## config.mk

```make
export PLATFORM = sky130hd
export DESIGN_NAME = tmcw_front
export DESIGN_NICKNAME = d
export VERILOG_FILES = /design/src/hw/rtl/tmcw_pkg.sv /design/src/hw/rtl/tmcw_front.sv
export SDC_FILE = /design/constraint.sdc
export NUM_CORES = 1
export LEC_CHECK = 0
export BUFFER_PORTS_ARGS = -buffer_cell sky130_fd_sc_hd__buf_2
export CORE_UTILIZATION = 45
export DETAILED_ROUTE_END_ITERATION = 10
export GPL_TIMING_DRIVEN = 0
export PLACE_DENSITY = 0.76
export SLEW_MARGIN = 30
export SYNTH_ARGS = -nofsm -noshare
export SYNTH_HDL_FRONTEND = slang
export SYNTH_SLANG_ARGS = --single-unit
```

## constraint.sdc

```tcl
create_clock -name clock -period 4.05 [get_ports clock]
set_input_delay 0.405 -clock clock [delete_from_list [all_inputs] [get_ports clock]]
set_output_delay 0.405 -clock clock [all_outputs]
set_load 0.05 [all_outputs]
```

## src/hw/rtl/tmcw_pkg.sv

```systemverilog
// Package for the text-mode console writer: screen geometry, codes and the
// payload and command structs shared by the front, the queue and the back.
// No dependencies.
package tmcw_pkg;

   // Screen geometry
   localparam int COLUMNS     = 80;
   localparam int ROWS        = 25;
   localparam int CELL_COUNT  = COLUMNS * ROWS;
   localparam int SCROLL_BASE = COLUMNS * (ROWS - 1);   // first cell of the bottom row

   localparam int ADDR_W = 11;                // fixed by the cell_index field
   localparam int ROW_W  = $clog2(ROWS);
   localparam int COL_W  = $clog2(COLUMNS);

   localparam int QUEUE_DEPTH = 2;
   localparam int QPTR_W      = $clog2(QUEUE_DEPTH);
   localparam int QCNT_W      = $clog2(QUEUE_DEPTH + 1);

   // Action codes
   localparam logic [1:0] ACTION_PUT   = 2'd0;
   localparam logic [1:0] ACTION_CLEAR = 2'd1;
   localparam logic [1:0] ACTION_READ  = 2'd2;

   // Character and cell codes
   localparam logic [7:0]  CHAR_NEWLINE   = 8'h0A;
   localparam logic [7:0]  CHAR_SPACE     = 8'h20;
   localparam logic [7:0]  CHAR_PRINT_LO  = 8'h20;
   localparam logic [7:0]  CHAR_PRINT_HI  = 8'h7E;
   localparam logic [15:0] BLANK_CELL     = 16'h0720;
   localparam logic [7:0]  COLOR_RESET    = 8'h07;

   typedef struct packed {
      logic [1:0]        action;
      logic [7:0]        char_code;
      logic [ADDR_W-1:0] cell_index;
   } req_type;

   typedef struct packed {
      logic [15:0]       cell_value;
      logic [ADDR_W-1:0] cursor_position;
      logic              scrolled;
   } rsp_type;

   // Work handed from the front to the back
   typedef struct packed {
      logic              do_write;
      logic              do_scroll;
      logic              do_clear;
      logic              do_read;
      logic              read_valid;       // read address inside the screen
      logic [ADDR_W-1:0] addr;             // write or read address
      logic [15:0]       cell_data;        // cell to write
      logic [7:0]        fill_attr;        // attribute for the row blanked by a scroll
      logic [ADDR_W-1:0] cursor_position;
   } cmd_type;

endpackage

```

## src/hw/rtl/tmcw_front.sv

```systemverilog
// Front end of the console writer: takes request beats, keeps the cursor and
// the colour register, and turns each beat into a command. Uses tmcw_pkg.
module tmcw_front (
   input  logic             clock,
   input  logic             reset,
   input  logic             req_valid,
   output logic             req_ready,
   input  tmcw_pkg::req_type req_data,
   input  logic             csr_write_enable,
   input  logic [7:0]       csr_write_data,
   input  logic             back_ready,
   input  logic             queue_full,
   output logic             push,
   output tmcw_pkg::cmd_type push_cmd
);

   logic [tmcw_pkg::ROW_W-1:0] row_ff, row_in;
   logic [tmcw_pkg::COL_W-1:0] col_ff, col_in;
   logic [7:0]                 color_ff;
   logic [tmcw_pkg::COL_W:0]   col_wide;
   logic [tmcw_pkg::ADDR_W-1:0] pos;
   logic                       next_row;

   assign req_ready = back_ready && !queue_full;
   assign push      = req_valid && req_ready;

   assign pos = tmcw_pkg::ADDR_W'(row_ff) * tmcw_pkg::ADDR_W'(tmcw_pkg::COLUMNS)
              + tmcw_pkg::ADDR_W'(col_ff);
   assign col_wide = {1'b0, col_ff} + 1'b1;

   always_comb begin
      row_in   = row_ff;
      col_in   = col_ff;
      next_row = 1'b0;
      push_cmd = '0;
      push_cmd.fill_attr = color_ff;
      case (req_data.action)
         tmcw_pkg::ACTION_PUT: begin
            if (req_data.char_code == tmcw_pkg::CHAR_NEWLINE) begin
               col_in   = '0;
               next_row = 1'b1;
            end else if (req_data.char_code inside
                         {[tmcw_pkg::CHAR_PRINT_LO:tmcw_pkg::CHAR_PRINT_HI]}) begin
               push_cmd.do_write  = 1'b1;
               push_cmd.addr      = pos;
               push_cmd.cell_data = {color_ff, req_data.char_code};
               if (col_wide >= (tmcw_pkg::COL_W + 1)'(tmcw_pkg::COLUMNS)) begin
                  col_in   = '0;
                  next_row = 1'b1;
               end else begin
                  col_in = col_wide[tmcw_pkg::COL_W-1:0];
               end
            end
            if (next_row) begin
               if (row_ff == tmcw_pkg::ROW_W'(tmcw_pkg::ROWS - 1)) begin
                  push_cmd.do_scroll = 1'b1;
               end else begin
                  row_in = row_ff + 1'b1;
               end
            end
         end
         tmcw_pkg::ACTION_CLEAR: begin
            row_in            = '0;
            col_in            = '0;
            push_cmd.do_clear = 1'b1;
         end
         tmcw_pkg::ACTION_READ: begin
            push_cmd.do_read    = 1'b1;
            push_cmd.addr       = req_data.cell_index;
            push_cmd.read_valid =
               (req_data.cell_index < tmcw_pkg::ADDR_W'(tmcw_pkg::CELL_COUNT));
         end
         default: begin
         end
      endcase
      push_cmd.cursor_position =
         tmcw_pkg::ADDR_W'(row_in) * tmcw_pkg::ADDR_W'(tmcw_pkg::COLUMNS)
         + tmcw_pkg::ADDR_W'(col_in);
   end

   always_ff @(posedge clock) begin
      if (reset) begin
         row_ff   <= '0;
         col_ff   <= '0;
         color_ff <= tmcw_pkg::COLOR_RESET;
      end else begin
         if (push) begin
            row_ff <= row_in;
            col_ff <= col_in;
         end
         if (csr_write_enable) begin
            color_ff <= csr_write_data;
         end
      end
   end

endmodule

```

==> Yosys cells after proc, flatten, opt, wreduce, memory -nomap -nowiden <==
Index checks and enable logic that the tools add are counted.
{ "word_totals": {"regBits": 20, "input_bits": 35, "output_inout_bits": 53, "word_cells": 44} }
{ "classes": {"n_addsub": 4, "mul": 2, "order_cmp": 4, "eq_ne": 4, "muxes": 22, "n_reduce_logical": 5} }
{ "op_table": {"columns": ["op", "n"], "rows": [
  ["$mux 27", 2],
  ["$add 11x7->11", 2],
  ["$pmux 11 s2", 1],
  ["$mux 7", 3],
  ["$mux 16", 1],
  ["$mul 5x3->7 const B", 2],
  ["$pmux 7 s2", 1],
  ["$lt 11x11->1 const B", 1],
  ["$mux 5", 2],
  ["$pmux 5 s2", 1],
  ["$mux 1", 9],
  ["$add 7x1->8 const B", 1],
  ["$eq 8x4->1 const B", 1],
  ["$ge 8x6->1 const B", 1],
  ["$ge 8x7->1 const B", 1],
  ["$le 8x7->1 const B", 1],
  ["$add 5x1->5 const B", 1],
  ["$eq 5x5->1 const B", 1],
  ["$mux 2", 2],
  ["$logic_and 1x1->1", 3],
  ["$eq 2x1->1 const B", 1],
  ["$eq 2x2->1 const B", 1],
  ["$logic_not 2->1", 1],
  ["$logic_not 1->1", 1]
]} }

==> Depth between registers and ports, before layout <==
{ "logic_depth": {"depth_word": 10, "depth_mapped": 16, "mapped_depth_nobuf": 16} }

==> Worst setup path before layout <==
No wires, ideal clock.
{ "synth_timing": {"path_kind": "register to output", "from": "register col_ff[0] (netlist name)", "to": "output push_cmd[10] (netlist name)", "arrival_ps": 4073, "required_ps": 3645, "slack_ps": -428, "path_stages_with_launch": 16, "path_buffers": 0, "path_cell_list": "dfxtp_1 ha_1 and3_1 a211o_1 a21oi_2 o21a_2 o21bai_1 a32o_1 ha_1 ha_1 fa_1 nand2_1 nor2_1 o21ai_0 a222oi_1 xnor2_1"} }
{ "synth_rtl": {"columns": ["item", "line_no", "source"], "rows": [
  ["from (decl)", "tmcw_front.sv:18", "logic [tmcw_pkg::COL_W-1:0] col_ff, col_in;"],
  ["from (signal assigned)", "tmcw_front.sv:89", "col_ff <= col_in;"],
  ["to (decl)", "tmcw_front.sv:14", "output tmcw_pkg::cmd_type push_cmd"]
]} }

==> results.sh <==
export IMPL_cts_made_buffers=3
export IMPL_insertion_delay_ns=0.26
export IMPL_grt_pass1_vias=2352
export IMPL_min_path_cells=2
export IMPL_place_inst=445
export IMPL_cts_max_level=1
export IMPL_cp_max_fo=4
export IMPL_synthTopCellsByArea="dfxtp_1 (18%), ha_1 (12%), and3_1 (5.8%)"
export IMPL_finalCritPeriodShare=1.11
export IMPL_synth_top_family_by_area="compound AO/OA/AOI/OAI gates"
export IMPL_drt_wl_total_mm=6.68
export IMPL_cp_arrival_ns=4.10
export IMPL_hold_end="color_ff[1]"
export IMPL_hold_viol=0
export IMPL_fillers=420
export IMPL_yosysMostFrequentCell="nor2_1"
export IMPL_synthAdderAreaFrac=0.151
export IMPL_run_status="finished, violations left"
export IMPL_yosys_warnings=0
export IMPL_die_x_um=73.1
export IMPL_hpwl_mm=4.84
export IMPL_fin_skew_ns=0.00189
export IMPL_wl_per_cell_um=14.5
export IMPL_max_freq_mhz=222
export IMPL_finalPower_mw=0.576
export IMPL_grt_remaining_overflow=0
export IMPL_m1WireLength_mm=2.83
export IMPL_grt_pass1_wl_mm=10.3
export IMPL_multi_input_area_um2=1860
export IMPL_violations="setup timing"
export IMPL_ys_flop_type="dfxtp_1"
export IMPL_avgSynthCellArea_um2=7.76
export IMPL_r2r_cells=8
export IMPL_synth_mux_area_fraction=0.0270
export IMPL_antennaDiodeCount=0
export IMPL_port_buffers=85
export IMPL_setup_violations_final=1
export IMPL_hold_class="in2reg"
export IMPL_die_area_um2=5340
export IMPL_drtIter0Drc=185
export IMPL_finalNonFillerCells=460
export IMPL_io_pins=88
export IMPL_die_h_um=73.1
export IMPL_postRouteAntennaNets=0
export IMPL_final_nets=454
export IMPL_grt_usage=0.241
export IMPL_wl_met3_um=533
export IMPL_p_per_area_nw_per_um2=184
export IMPL_worstReg2RegStart="col_ff[0]"
export IMPL_async_flop_share=0
export IMPL_leakagePower_nw=1.61
export IMPL_worst_setup_path_type="reg2out"
export IMPL_min_period_ns=4.50
export IMPL_clk_pin_slew_worst_paths_ns=0.08
export IMPL_drc=0
export IMPL_worst_ep_required_time_ns=3.64
export IMPL_maxUsedRoutingLayer="met4"
export IMPL_layout_setup_ws_ns=-0.453
export IMPL_start_util=0.475
export IMPL_clock_path_buffers=2
export IMPL_syn_nets=353
export IMPL_grt_max_degree=13
export IMPL_ys_types=55
export IMPL_synth_edf_count=0
export IMPL_hold_worst_slack_ns=0.343
export IMPL_peakVddDrop_uv=148
export IMPL_synthCells=293
export IMPL_gp_congestion=0.920
export IMPL_vias_per_cell=5.69
export IMPL_startpoint_type="register"
export IMPL_drv_cap=0
export IMPL_cts_hold_buffers=0
export IMPL_vias=2618
export IMPL_rsz0062_at_grt="true"
export IMPL_yosys_register_bits=20
export IMPL_place_area_um2=2850
export IMPL_cts_tree="built"
export IMPL_syn_area_um2=2270
export IMPL_synth_top_area_cell="dfxtp_1"
export IMPL_drive_gt1_frac=0.366
export IMPL_met2_length_mm=3.12
export IMPL_num_rows=25
export IMPL_ys_top_cells_by_count="nor2_1 (22), and3_1 (21), ha_1 (21), dfxtp_1 (20), inv_1 (17)"
export IMPL_worst_pin_slew_ns=0.617
export IMPL_r2r_slack_ns=2.05
export IMPL_hp_start="csr_write_data[1]"
export IMPL_antenna_found_initial=0
export IMPL_pre_cts_slack_ns=-0.574
export IMPL_cp_end_kind="output port"
export IMPL_area_delta_synth_final_pct=37.5
export IMPL_synth_top_area_frac=0.176
export IMPL_synth_seq_area_share=0.176
export IMPL_cts_root_buf="clkbuf_8"
export IMPL_yosys_area_share_simple=0.240
export IMPL_r2r_end="row_ff[4]"
export IMPL_first_pass_iters=6
export IMPL_seqCellArea_um2=409
export IMPL_synth_compound_area_frac=0.276
export IMPL_synth_xor_area_frac=0.0539
export IMPL_maxSlewHeadroom=0.588
export IMPL_finish_instance_area_um2=3130
export IMPL_clock_sinks=20
export IMPL_fp_coreArea_um2=4790
export IMPL_slew_violations=0
-- state kept, by name, indices dropped and copies added, names as in the netlist --
signal,cells
col_ff,7
color_ff,8
row_ff,5
-- stage by stage --
step            util  setup TNS (ns)
6_report       0.653          -0.453
3_3_place_gp   0.596          -0.548
5_1_grt        0.653          -0.722
4_1_cts        0.639          -0.413
3_5_place_dp   0.596          -0.621
2_1_floorplan      -          -0.130
-- cells in the final DEF, fill, tap and decap left out, types with 6 or more instances in the layout --
master,netlist,layout
buf_2,6,88
xnor2_1,9,6
and3_1,21,20
ha_1,21,17
inv_1,17,17
buf_4,5,17
a21o_1,6,6
clkbuf_1,9,8
a22o_1,14,14
nand2_1,15,15
nor2_1,22,21
a21oi_1,13,13
o21ai_0,11,9
dfxtp_1,20,17
nor2b_1,7,7
nand3_1,13,12
-- power by group --
| group | total (mW) | internal [mW] | switching [mW] |
|---|---|---|---|
| clock | 0.206 | 0.132 | 0.0738 |
| sequential | 0.207 | 0.202 | 0.00501 |
| combinational | 0.164 | 0.0476 | 0.116 |
| total | 0.576 | 0.381 | 0.195 |
-- repair_timing --
item | CTS | global route
pin swaps | 13 | 3
gates cloned | 0 | 0
setup endpoints to repair | 3 | 3
setup buffers | 9 | 3
gates resized for setup | 17 | 11
-- layout make-up --
cell class                 instances  area share
multi-input combinational        235       0.596
timing repair buffer              97       0.171
sequential                        20       0.131
buffer                            19      0.0312
tap                               67      0.0268
inverter                          18      0.0216
clock buffer                       3      0.0132
clock inverter                     1     0.00960
-- critical path, cell delays in order (launching register included) --
cell and delay, ns:
dfxtp_4 0.37, ha_4 0.17, and3_4 0.19, a211o_4 0.35, a21oi_4 0.21, o21ai_2 0.11
or3_4 0.34, o21ai_4 0.09, ha_4 0.23, ha_4 0.15, fa_1 0.52, nand2_1 0.09
nor2_1 0.11, o21ai_1 0.09, a222oi_1 0.47, xnor2_2 0.17, buf_6 0.17
-- metal layers --
metal  up-vias  global-route usage
met5         -                   0
met4         0              0.0741
met3        24              0.0373
met2       145               0.433
met1      1168               0.294
li1       1281                   -
-- how the worst max path moves through the flow --
stage,from,to,slack (ns),cells past startpoint
final,col_ff[0],push_cmd[10],-0.45,16
after global placement,col_ff[0],push_cmd[10],-0.54,16
after CTS,col_ff[0],push_cmd[10],-0.41,16
after global routing,col_ff[0],push_cmd[10],-0.59,16
after detailed placement,col_ff[0],push_cmd[10],-0.57,16
after floorplan,col_ff[0],push_cmd[10],-0.13,15
-- kinds of logic after synthesis --
group / count (synthesis)
adder cells (fa/ha/maj): 25
XOR/XNOR: 14
AND/OR/NAND/NOR: 103
AO/OA/AOI/OAI: 86
buffers and inverters: 38
other: 1
flip-flops: 20
multiplexers: 6
(Power assumes the default switching activity.)
