<file path="config.mk">
export PLATFORM = sky130hd
export DESIGN_NAME = tmcw_cmd_queue
export DESIGN_NICKNAME = d
export VERILOG_FILES = /design/src/hw/rtl/tmcw_pkg.sv /design/src/hw/rtl/tmcw_cmd_queue.sv
export SDC_FILE = /design/constraint.sdc
export NUM_CORES = 1
export LEC_CHECK = 0
export BUFFER_PORTS_ARGS = -buffer_cell sky130_fd_sc_hd__buf_4
export CORE_MARGIN = 2
export CORE_UTILIZATION = 44
export DETAILED_ROUTE_END_ITERATION = 6
export GPL_ROUTABILITY_DRIVEN = 0
export GPL_TIMING_DRIVEN = 0
export PLACE_DENSITY = 0.69
export SYNTH_ARGS = -nofsm -noshare
export SYNTH_HDL_FRONTEND = slang
export SYNTH_SLANG_ARGS = --single-unit
</file>
<file path="constraint.sdc">
create_clock -name clock -period 7.15 [get_ports clock]
set_input_delay 1.43 -clock clock [delete_from_list [all_inputs] [get_ports clock]]
set_output_delay 1.43 -clock clock [all_outputs]
set_load 0.05 [all_outputs]
</file>
<file path="src/hw/rtl/tmcw_pkg.sv">
// Package for the text-mode console writer: screen geometry, codes and the
// payload and command structs shared by the front, the queue and the back.
// No dependencies.
package tmcw_pkg;

   // Screen geometry
   localparam int COLUMNS     = 80;
   localparam int ROWS        = 25;
   localparam int CELL_COUNT  = COLUMNS * ROWS;
   localparam int SCROLL_BASE = COLUMNS * (ROWS - 1);   // first cell of the bottom row

   localparam int ADDR_W = 11;                // fixed by the cell_index field
   localparam int ROW_W  = $clog2(ROWS);
   localparam int COL_W  = $clog2(COLUMNS);

   localparam int QUEUE_DEPTH = 2;
   localparam int QPTR_W      = $clog2(QUEUE_DEPTH);
   localparam int QCNT_W      = $clog2(QUEUE_DEPTH + 1);

   // Action codes
   localparam logic [1:0] ACTION_PUT   = 2'd0;
   localparam logic [1:0] ACTION_CLEAR = 2'd1;
   localparam logic [1:0] ACTION_READ  = 2'd2;

   // Character and cell codes
   localparam logic [7:0]  CHAR_NEWLINE   = 8'h0A;
   localparam logic [7:0]  CHAR_SPACE     = 8'h20;
   localparam logic [7:0]  CHAR_PRINT_LO  = 8'h20;
   localparam logic [7:0]  CHAR_PRINT_HI  = 8'h7E;
   localparam logic [15:0] BLANK_CELL     = 16'h0720;
   localparam logic [7:0]  COLOR_RESET    = 8'h07;

   typedef struct packed {
      logic [1:0]        action;
      logic [7:0]        char_code;
      logic [ADDR_W-1:0] cell_index;
   } req_type;

   typedef struct packed {
      logic [15:0]       cell_value;
      logic [ADDR_W-1:0] cursor_position;
      logic              scrolled;
   } rsp_type;

   // Work handed from the front to the back
   typedef struct packed {
      logic              do_write;
      logic              do_scroll;
      logic              do_clear;
      logic              do_read;
      logic              read_valid;       // read address inside the screen
      logic [ADDR_W-1:0] addr;             // write or read address
      logic [15:0]       cell_data;        // cell to write
      logic [7:0]        fill_attr;        // attribute for the row blanked by a scroll
      logic [ADDR_W-1:0] cursor_position;
   } cmd_type;

endpackage

</file>
<file path="src/hw/rtl/tmcw_cmd_queue.sv">
// Short command queue between the console front and back.
// Uses tmcw_pkg.
module tmcw_cmd_queue (
   input  logic             clock,
   input  logic             reset,
   input  logic             push,
   input  tmcw_pkg::cmd_type push_cmd,
   input  logic             pop,
   output logic             full,
   output logic             empty,
   output tmcw_pkg::cmd_type head
);

   tmcw_pkg::cmd_type           entry_ff [tmcw_pkg::QUEUE_DEPTH];
   logic [tmcw_pkg::QPTR_W-1:0] wr_ptr_ff, rd_ptr_ff;
   logic [tmcw_pkg::QCNT_W-1:0] count_ff;

   assign full  = (count_ff == tmcw_pkg::QCNT_W'(tmcw_pkg::QUEUE_DEPTH));
   assign empty = (count_ff == '0);
   assign head  = entry_ff[rd_ptr_ff];

   always_ff @(posedge clock) begin
      if (push) begin
         entry_ff[wr_ptr_ff] <= push_cmd;
      end
   end

   always_ff @(posedge clock) begin
      if (reset) begin
         wr_ptr_ff <= '0;
         rd_ptr_ff <= '0;
         count_ff  <= '0;
      end else begin
         if (push) begin
            wr_ptr_ff <= (wr_ptr_ff == tmcw_pkg::QPTR_W'(tmcw_pkg::QUEUE_DEPTH - 1))
                         ? '0 : wr_ptr_ff + 1'b1;
         end
         if (pop) begin
            rd_ptr_ff <= (rd_ptr_ff == tmcw_pkg::QPTR_W'(tmcw_pkg::QUEUE_DEPTH - 1))
                         ? '0 : rd_ptr_ff + 1'b1;
         end
         if (push && !pop) begin
            count_ff <= count_ff + 1'b1;
         end else if (pop && !push) begin
            count_ff <= count_ff - 1'b1;
         end
      end
   end

endmodule

</file>
After elaboration in Yosys (flattened, before gate mapping)
Memories as Yosys holds them, arrays and structs flattened. A register that Yosys moved wholly into a read port is not among the register bits.
Index checks and enable logic that the tools add are counted.
{"block": "totals", "output_inout_bits": 53, "memories": 1, "latchBits": 0, "rom_bits": 0, "inputBits": 55, "ram_bits": 102, "word_cells": 23, "ff_bits": 4}
{"block": "op_classes", "n_addsub": 4, "reduce_logical": 6, "muxes": 8, "n_bitwise": 0, "div": 0, "multipliers": 0, "n_lt_le_gt_ge": 0, "shift": 0, "n_eq_ne": 1}
{"memory": "entry_ff", "depth": 2, "width": 51, "read_ports": 1, "rd_ports_with_merged_regs": 1, "write_ports": 1, "line_no": "tmcw_cmd_queue.sv:14", "text": "tmcw_pkg::cmd_type entry_ff [tmcw_pkg::QUEUE_DEPTH];"}
{"cell": "1-bit 2-to-1 mux", "count": 6}
{"cell": "2-bit 2-to-1 mux", "count": 2}
{"cell": "1-bit adder, second input constant", "count": 2}
{"cell": "2-bit by 1-bit adder with 2-bit output, second input constant", "count": 1}
{"cell": "2-bit == test, second input constant", "count": 1}
{"cell": "1-bit logical AND", "count": 2}
{"cell": "1-bit zero test", "count": 2}
{"cell": "2-bit zero test", "count": 1}
{"cell": "2-bit nonzero test", "count": 1}
{"cell": "2-bit by 1-bit subtractor with 2-bit output, second input constant", "count": 1}

Depth between registers and ports, before layout
Gate-level depths: netlist of run 1.
{"block": "logic_depth", "word_depth": 4, "ltp_mapped": 5, "depth_no_buf": 5}

Least setup slack after synthesis of run 1
Ideal clock, no wire load.
{"block": "synth_timing", "path_type": "input-to-reg", "start": "in push", "end": "mem entry_ff[0][0] in the netlist's numbering (enable)", "path_slack_ns": 2.995, "setup_ns": 0.466, "arrival_time_ns": 3.689, "cell_stages": 1, "cell_sequence": "nor2b_1"}
{"block": "synth_between", "elab_chain_len": 2}
{"item": "start: declaration", "line_no": "tmcw_cmd_queue.sv:6", "text": "input logic push,"}
{"item": "1-bit 2-to-1 mux", "line_no": "tmcw_cmd_queue.sv:23", "text": "if (push) begin"}
{"item": "1-bit 2-to-1 mux (not written as such)", "line_no": "tmcw_cmd_queue.sv:24", "text": "entry_ff[wr_ptr_ff] <= push_cmd;"}
{"item": "end: declaration", "line_no": "tmcw_cmd_queue.sv:14"}
No other way between the ends.

==> flow_summary.ini, run 1 <==
[power]
power_density_mw_per_mm2 = 267
power_frac_comb_pct = 21.5
seqPwrFrac_pct = 54.6
switching_share_pct = 28.8
irDropWorstVdd_mv = 0.142
p_switching_uw = 390
p_int_uw = 962
p_clk_share_pct = 23.8
leakagePower_uw = 0.00190

[worst_hold_path]
min_path_type = reg -> reg

[cts]
path_clk_slew_ns = 0.09
clk_latency_ns = 0.36
tritoncts = done
htree_levels = 3
cts_resized = 0
clock_sinks = 107
cts_root_buf = clkbuf_8
cts_buffer_depth = 2
cts_buffers = 9
cts_hold_buf = 0
cts_setup_buffers = 0

[critical_path]
cp_max_fo = 10
critPathCaptureType = output pin
crit_type = reg -> out
cp.required_ns = 5.72
ff2ff_setup_slack_ns = 5.61
worstPathCellList = buf_2 -> buf_2 -> mux2_2 -> buf_4
arrival_ns = 1.66
crit_family = buffers and inverters
critPathBufInv = 3
cp_slowest_stage_delay_ns = 0.37
cpMostUsedCell = buf_2
cp-start-kind = register
crit_slowest_cell = mux2_2

[final_layout]
final_cells = 414
fillers = 700
synthToLayoutAreaGrowth_pct = 30.6
n_antenna_cell = 0
drive_gt1_share_pct = 60.1
nets = 358

[yosys]
yosysWarnings = 0
synth_cells = 181
syn_avg_cell_area_sq_um = 21.4
synthesis.nets = 237
synth-seq-cells = 107
ys_seq_area_share_pct = 81.6
synth_cell_type_count = 15
syn-cell-area_sq_mm = 0.00387

[routing]
dr.pass1.iters = 4
post-route-drc-count = 0
routed_wl_um = 6580
vias = 2001
avgRoutedWirePerCell_um = 15.9
ant_nets = 0
drtIter0Drc = 72
vias_per_cell = 4.83

[global_routing]
grt_use_total_pct = 13.9
grt_pass1_wl_um = 10100
antenna_found_initial = 0
grt_pass1_vias = 2100
overflow = 0
grt_max_degree = 33

[floorplan]
core_sq_mm = 0.00864
die_h_um = 97.8
rows = 34
start_util_pct = 44.9
dieArea_sq_mm = 0.00957
pin_count = 108
die_x_um = 97.8

[sta]
fmax_ghz = 0.323
finClkSkew_ns = 0.00731
rsz0062_at_grt = no
hold_violations = 0
min_period_ns = 3.09
post-route-period-util_pct = 43.3
fin_setup_tns_ns = 0
report.final.slew_viol_count = 0
worst_slack_ns = 4.06
relSlewSlack_pct = 58.0
tightest_slew_ns = 0.628
setup_viol = 0

[place]
portBuffers = 107
place_inst = 399
dp_slack_ns = 4.41
dp_hpwl_um = 4510

[status]
status = completed

[run]
maxCapViolations = 0
## worst paths after layout
kind / start / end / cells after the start
max: register / head[45] / 4
min: count_ff[1]$_SDFFE_PP0P_ / count_ff[1]$_SDFFE_PP0P_ / 2
max reg2reg: wr_ptr_ff$_SDFFE_PP0P_ / entry_ff[1][21]$_DFFE_PP_ / 2
min reg2reg: count_ff[1]$_SDFFE_PP0P_ / count_ff[1]$_SDFFE_PP0P_ / 2
## logic make-up after synthesis
| logic type | synth area share (%) |
|---|---|
| DFF | 81.6 |
| adders and majority gates | 0.323 |
| and+or+nand+nor | 1.20 |
| AOI/OAI and AO/OA | 0.258 |
| xor gates and xnor gates | 0.904 |
| buffers and inverters | 0.872 |
| muxes | 14.8 |
## registers in the layout (all words and copies together), names as in the netlist, named ones only
name / flops
count_ff: 2
entry_ff: 102
rd_ptr_ff: 1
wr_ptr_ff: 1
## layout make-up
class	instances	area [sq um]	area share, %
flip-flops and latches	107	3160	62.5
repair buffers	110	878	17.4
multi-input cells	67	687	13.6
well taps	108	135	2.67
clock buffers	10	128	2.52
clock inverters	5	37.5	0.741
plain buffers	6	30.0	0.593
inverters	1	3.75	0.0741
## placed cells by master (no fill, tap or decap), types with 2 or more instances in the layout
cell type / instances
clkinvlp_4: 2
clkbuf_8: 9
buf_4: 107
inv_6: 2
edfxtp_1: 102
xnor2_1: 2
dfxtp_1: 5
nor2_1: 5
buf_16: 2
xor2_1: 2
mux2_2: 51
buf_2: 6
## cells in the mapped netlist (all sizes together)
library cell / instances / area (sq um)
and2: 1 / 6.26
and2b: 1 / 8.76
ha: 1 / 12.5
or3: 1 / 6.26
xor2: 2 / 17.5
nor2: 5 / 18.8
dfxtp: 5 / 100
edfxtp: 102 / 3060
a21oi: 1 / 5.00
buf: 6 / 30.0
o21ai: 1 / 5.00
inv: 1 / 3.75
xnor2: 2 / 17.5
nor2b: 1 / 6.26
mux2: 51 / 574
## metrics by stage
step / util [%] / hold WS (ns) / cell area [sq um] / total power (uW)
2_1_floorplan: - / 0.461 / 3870 / 945
3_3_place_gp: 55.7 / 0.478 / 4810 / 1040
3_5_place_dp: 56.7 / 0.506 / 4900 / 1050
4_1_cts: 58.6 / 0.517 / 5060 / 1370
5_1_grt: 58.6 / 0.548 / 5060 / 1400
6_report: 58.6 / 0.511 / 5060 / 1350
## tightest hold or removal path: cells and delay by family (launching register included)
| kind | cells | cell delay (ns) |
|---|---|---|
| flops | 1 | 0.34 |
| compound gates | 2 | 0.14 |
## power groups by stage
stage / sequential (uW) / combinational (uW) / clock, uW
final: 738 / 291 / 322
after global routing: 742 / 306 / 353
after floorplan: 752 / 193 / 0
after detailed placement: 754 / 294 / 0
after CTS: 739 / 295 / 335
after global placement: 755 / 283 / 0
## metal layers
metal	wire, um	track usage (%)	vias to the layer above
met5	0	0	-
met4	106	5.77	0
met3	422	4.51	8
met2	3340	22.8	69
met1	2710	17.0	980
li1	-	-	944
Note: power is estimated with default switching activity, not from simulation.
==> inputs of run 2 (changes only) <==
ABC_AREA = 1   (was default)
PLACE_DENSITY = 0.68   (was 0.69)
clock period = 3.2 ns   (was 7.15 ns; I/O delays follow)
==> flow_summary.ini, run 2 <==
[status]
status = completed

[routing]
ant_nets = 0
vias = 2044
dr.pass1.iters = 4
post-route-drc-count = 0
avgRoutedWirePerCell_um = 15.8
vias_per_cell = 4.79
drtIter0Drc = 92
routed_wl_um = 6750

[sta]
hold_slack_ns = 0.461
hold_violations = 0
finClkSkew_ns = 0.00697
setup_viol = 0
rsz0062_at_grt = no
post-route-period-util_pct = 67.5
relSlewSlack_pct = 38.7
report.final.slew_viol_count = 0
fmax_ghz = 0.463
min_period_ns = 2.16
tightest_slew_ns = 0.918

[global_routing]
grt_use_total_pct = 13.3
grt_pass1_vias = 2032
overflow = 0
grt_max_degree = 33
grt_pass1_wl_um = 10100
antenna_found_initial = 0

[floorplan]
rows = 35
die_h_um = 101
pin_count = 108
start_util_pct = 45.3
die_x_um = 101
core_sq_mm = 0.00920
dieArea_sq_mm = 0.0103

[cts]
clk_latency_ns = 0.35
clock_sinks = 107
cts_buffers = 9
cts_buffer_depth = 2
tritoncts = done
cts_setup_buffers = 0
cts_hold_buf = 0
htree_levels = 3
cts_resized = 0
cts_root_buf = clkbuf_8
path_clk_slew_ns = 0.10

[yosys]
syn-cell-area_sq_mm = 0.00416
synth_area_leaders = edfxtp_1, mux2_4, buf_12, dfxtp_1, inv_1
synth_enable_flop_cells = 102
ys_seq_area_share_pct = 76.0
synthArstFlopShare_pct = 0
yosysWarnings = 0
synth-seq-cells = 107
syn_avg_cell_area_sq_um = 21.7
synth.most_common_cell = edfxtp_1
synth_top_area_cell = edfxtp_1
yosysTopAreaCellShare_pct = 73.6
synth_common_cells = edfxtp_1, mux2_4, inv_1
synth_cell_type_count = 16
synth_cells = 192
synth-main-ff-cell = edfxtp_1
synthesis.nets = 248

[final_layout]
drive_gt1_share_pct = 57.9
regMostFlops = entry_ff
final_common_cell = buf_4
final_cell_mix = buf_4, edfxtp_1, mux2_4, clkbuf_8, inv_1
top_regs = entry_ff x102, count_ff x2
synthToLayoutAreaGrowth_pct = 29.1
nets = 368
n_antenna_cell = 0
final_cells = 427
largest_reg_flops = 102

[critical_path]
r2r_end = entry_ff[0][3]$_DFFE_PP_
critPathBufInv = 3
worstPathCellList = buf_6 -> buf_12 -> mux2_4 -> buf_4
cp_max_fo = 10
crit_type = reg -> out
crit_slowest_cell = dfxtp_1
cp-endpoint = head[9]
cp.depth = 4
arrival_ns = 1.52
rr_startpoint = wr_ptr_ff$_SDFFE_PP0P_
cp_slowest_stage_delay_ns = 0.33
critPathCaptureType = output pin
ff2ff_setup_slack_ns = 1.54
cp.required_ns = 2.56
crit_family = buffers and inverters
worstRegToRegCells = 2
cp-start-kind = register

[power]
seqPwrFrac_pct = 51.0
p_switching_uw = 871
p_int_uw = 2340
p_clk_share_pct = 28.0
power_density_mw_per_mm2 = 597
switching_share_pct = 27.1
irDropWorstVdd_mv = 0.317
leakagePower_uw = 0.00215
power_frac_comb_pct = 21.0

[place]
dp_hpwl_um = 4640
place_inst = 412
portBuffers = 107

[worst_hold_path]
min_path_type = in -> reg

[run]
maxCapViolations = 0
==> run 2: cell types whose count changed after synthesis, moves of 2 or more <==
cell | previous run | this run
nand2_1 | 0 | 5
mux2_2 | 51 | 1
xor2_1 | 2 | 0
buf_12 | 0 | 5
nor2_1 | 5 | 7
mux2_4 | 0 | 50
inv_1 | 1 | 9
buf_2 | 6 | 0
==> run 2: final cells by class <==
cell class / count / area (sq um)
plain buffers: 6 / 111
clock buffers: 9 / 124
clock inverters: 6 / 96.3
fillers: 695 / 3820
inverters: 9 / 33.8
multi-input cells: 70 / 862
flip-flops and latches: 107 / 3160
well taps: 111 / 139
repair buffers: 109 / 843
==> run 2: worst min-delay path by stage <==
stage	slack, ns	startpoint	end	cells past startpoint
finish	0.46	push_cmd[18]	entry_ff[1][18]$_DFFE_PP_	1
global placement	0.50	rd_ptr_ff$_SDFFE_PP0P_	rd_ptr_ff$_SDFFE_PP0P_	2
global route	0.42	push_cmd[18]	entry_ff[1][18]$_DFFE_PP_	1
CTS	0.44	push_cmd[18]	entry_ff[1][18]$_DFFE_PP_	1
detailed placement	0.50	rd_ptr_ff$_SDFFE_PP0P_	register	2
floorplan	0.48	rd_ptr_ff$_SDFFE_PP0P_	register	2
==> run 2: cell families after synthesis <==
kind of cell | share of synthesized area [%]
buffers and inverters | 3.49
AND/OR/NAND/NOR | 1.47
multiplexers | 18.3
XOR/XNOR | 0.210
flip-flops | 76.0
adder cells (fa/ha/maj) | 0.301
AO/OA/AOI/OAI | 0.240
==> run 2: per-layer routing <==
layer | routed length, um | share of wire [%] | GRT usage, %
met4 | 90 | 1.3 | 4.68
met2 | 3340 | 49 | 22.5
met5 | 0 | 0 | 0
met3 | 413 | 6.1 | 4.28
met1 | 2910 | 43 | 16.2
==> run 2: metrics by stage <==
step | utilization (%) | TNS [ns] | instance area [sq um] | setup slack (ns) | total power (uW)
floorplan | - | 0 | 4170 | 0.796 | 2150
global placement | 55.5 | -7.37 | 5110 | -0.147 | 2340
detailed placement | 56.0 | 0 | 5150 | 1.04 | 2350
CTS | 58.4 | 0 | 5370 | 1.01 | 3240
global route | 58.4 | 0 | 5370 | 0.971 | 3340
finish | 58.4 | 0 | 5370 | 1.04 | 3210
==> run 2: power groups by stage <==
| stage | combinational (uW) | sequential (uW) | clock, uW |
|---|---|---|---|
| after floorplan | 482 | 1670 | 0 |
| after global placement | 667 | 1670 | 0 |
| after detailed placement | 684 | 1670 | 0 |
| after CTS | 685 | 1640 | 921 |
| after global routing | 710 | 1640 | 983 |
| final | 676 | 1640 | 898 |
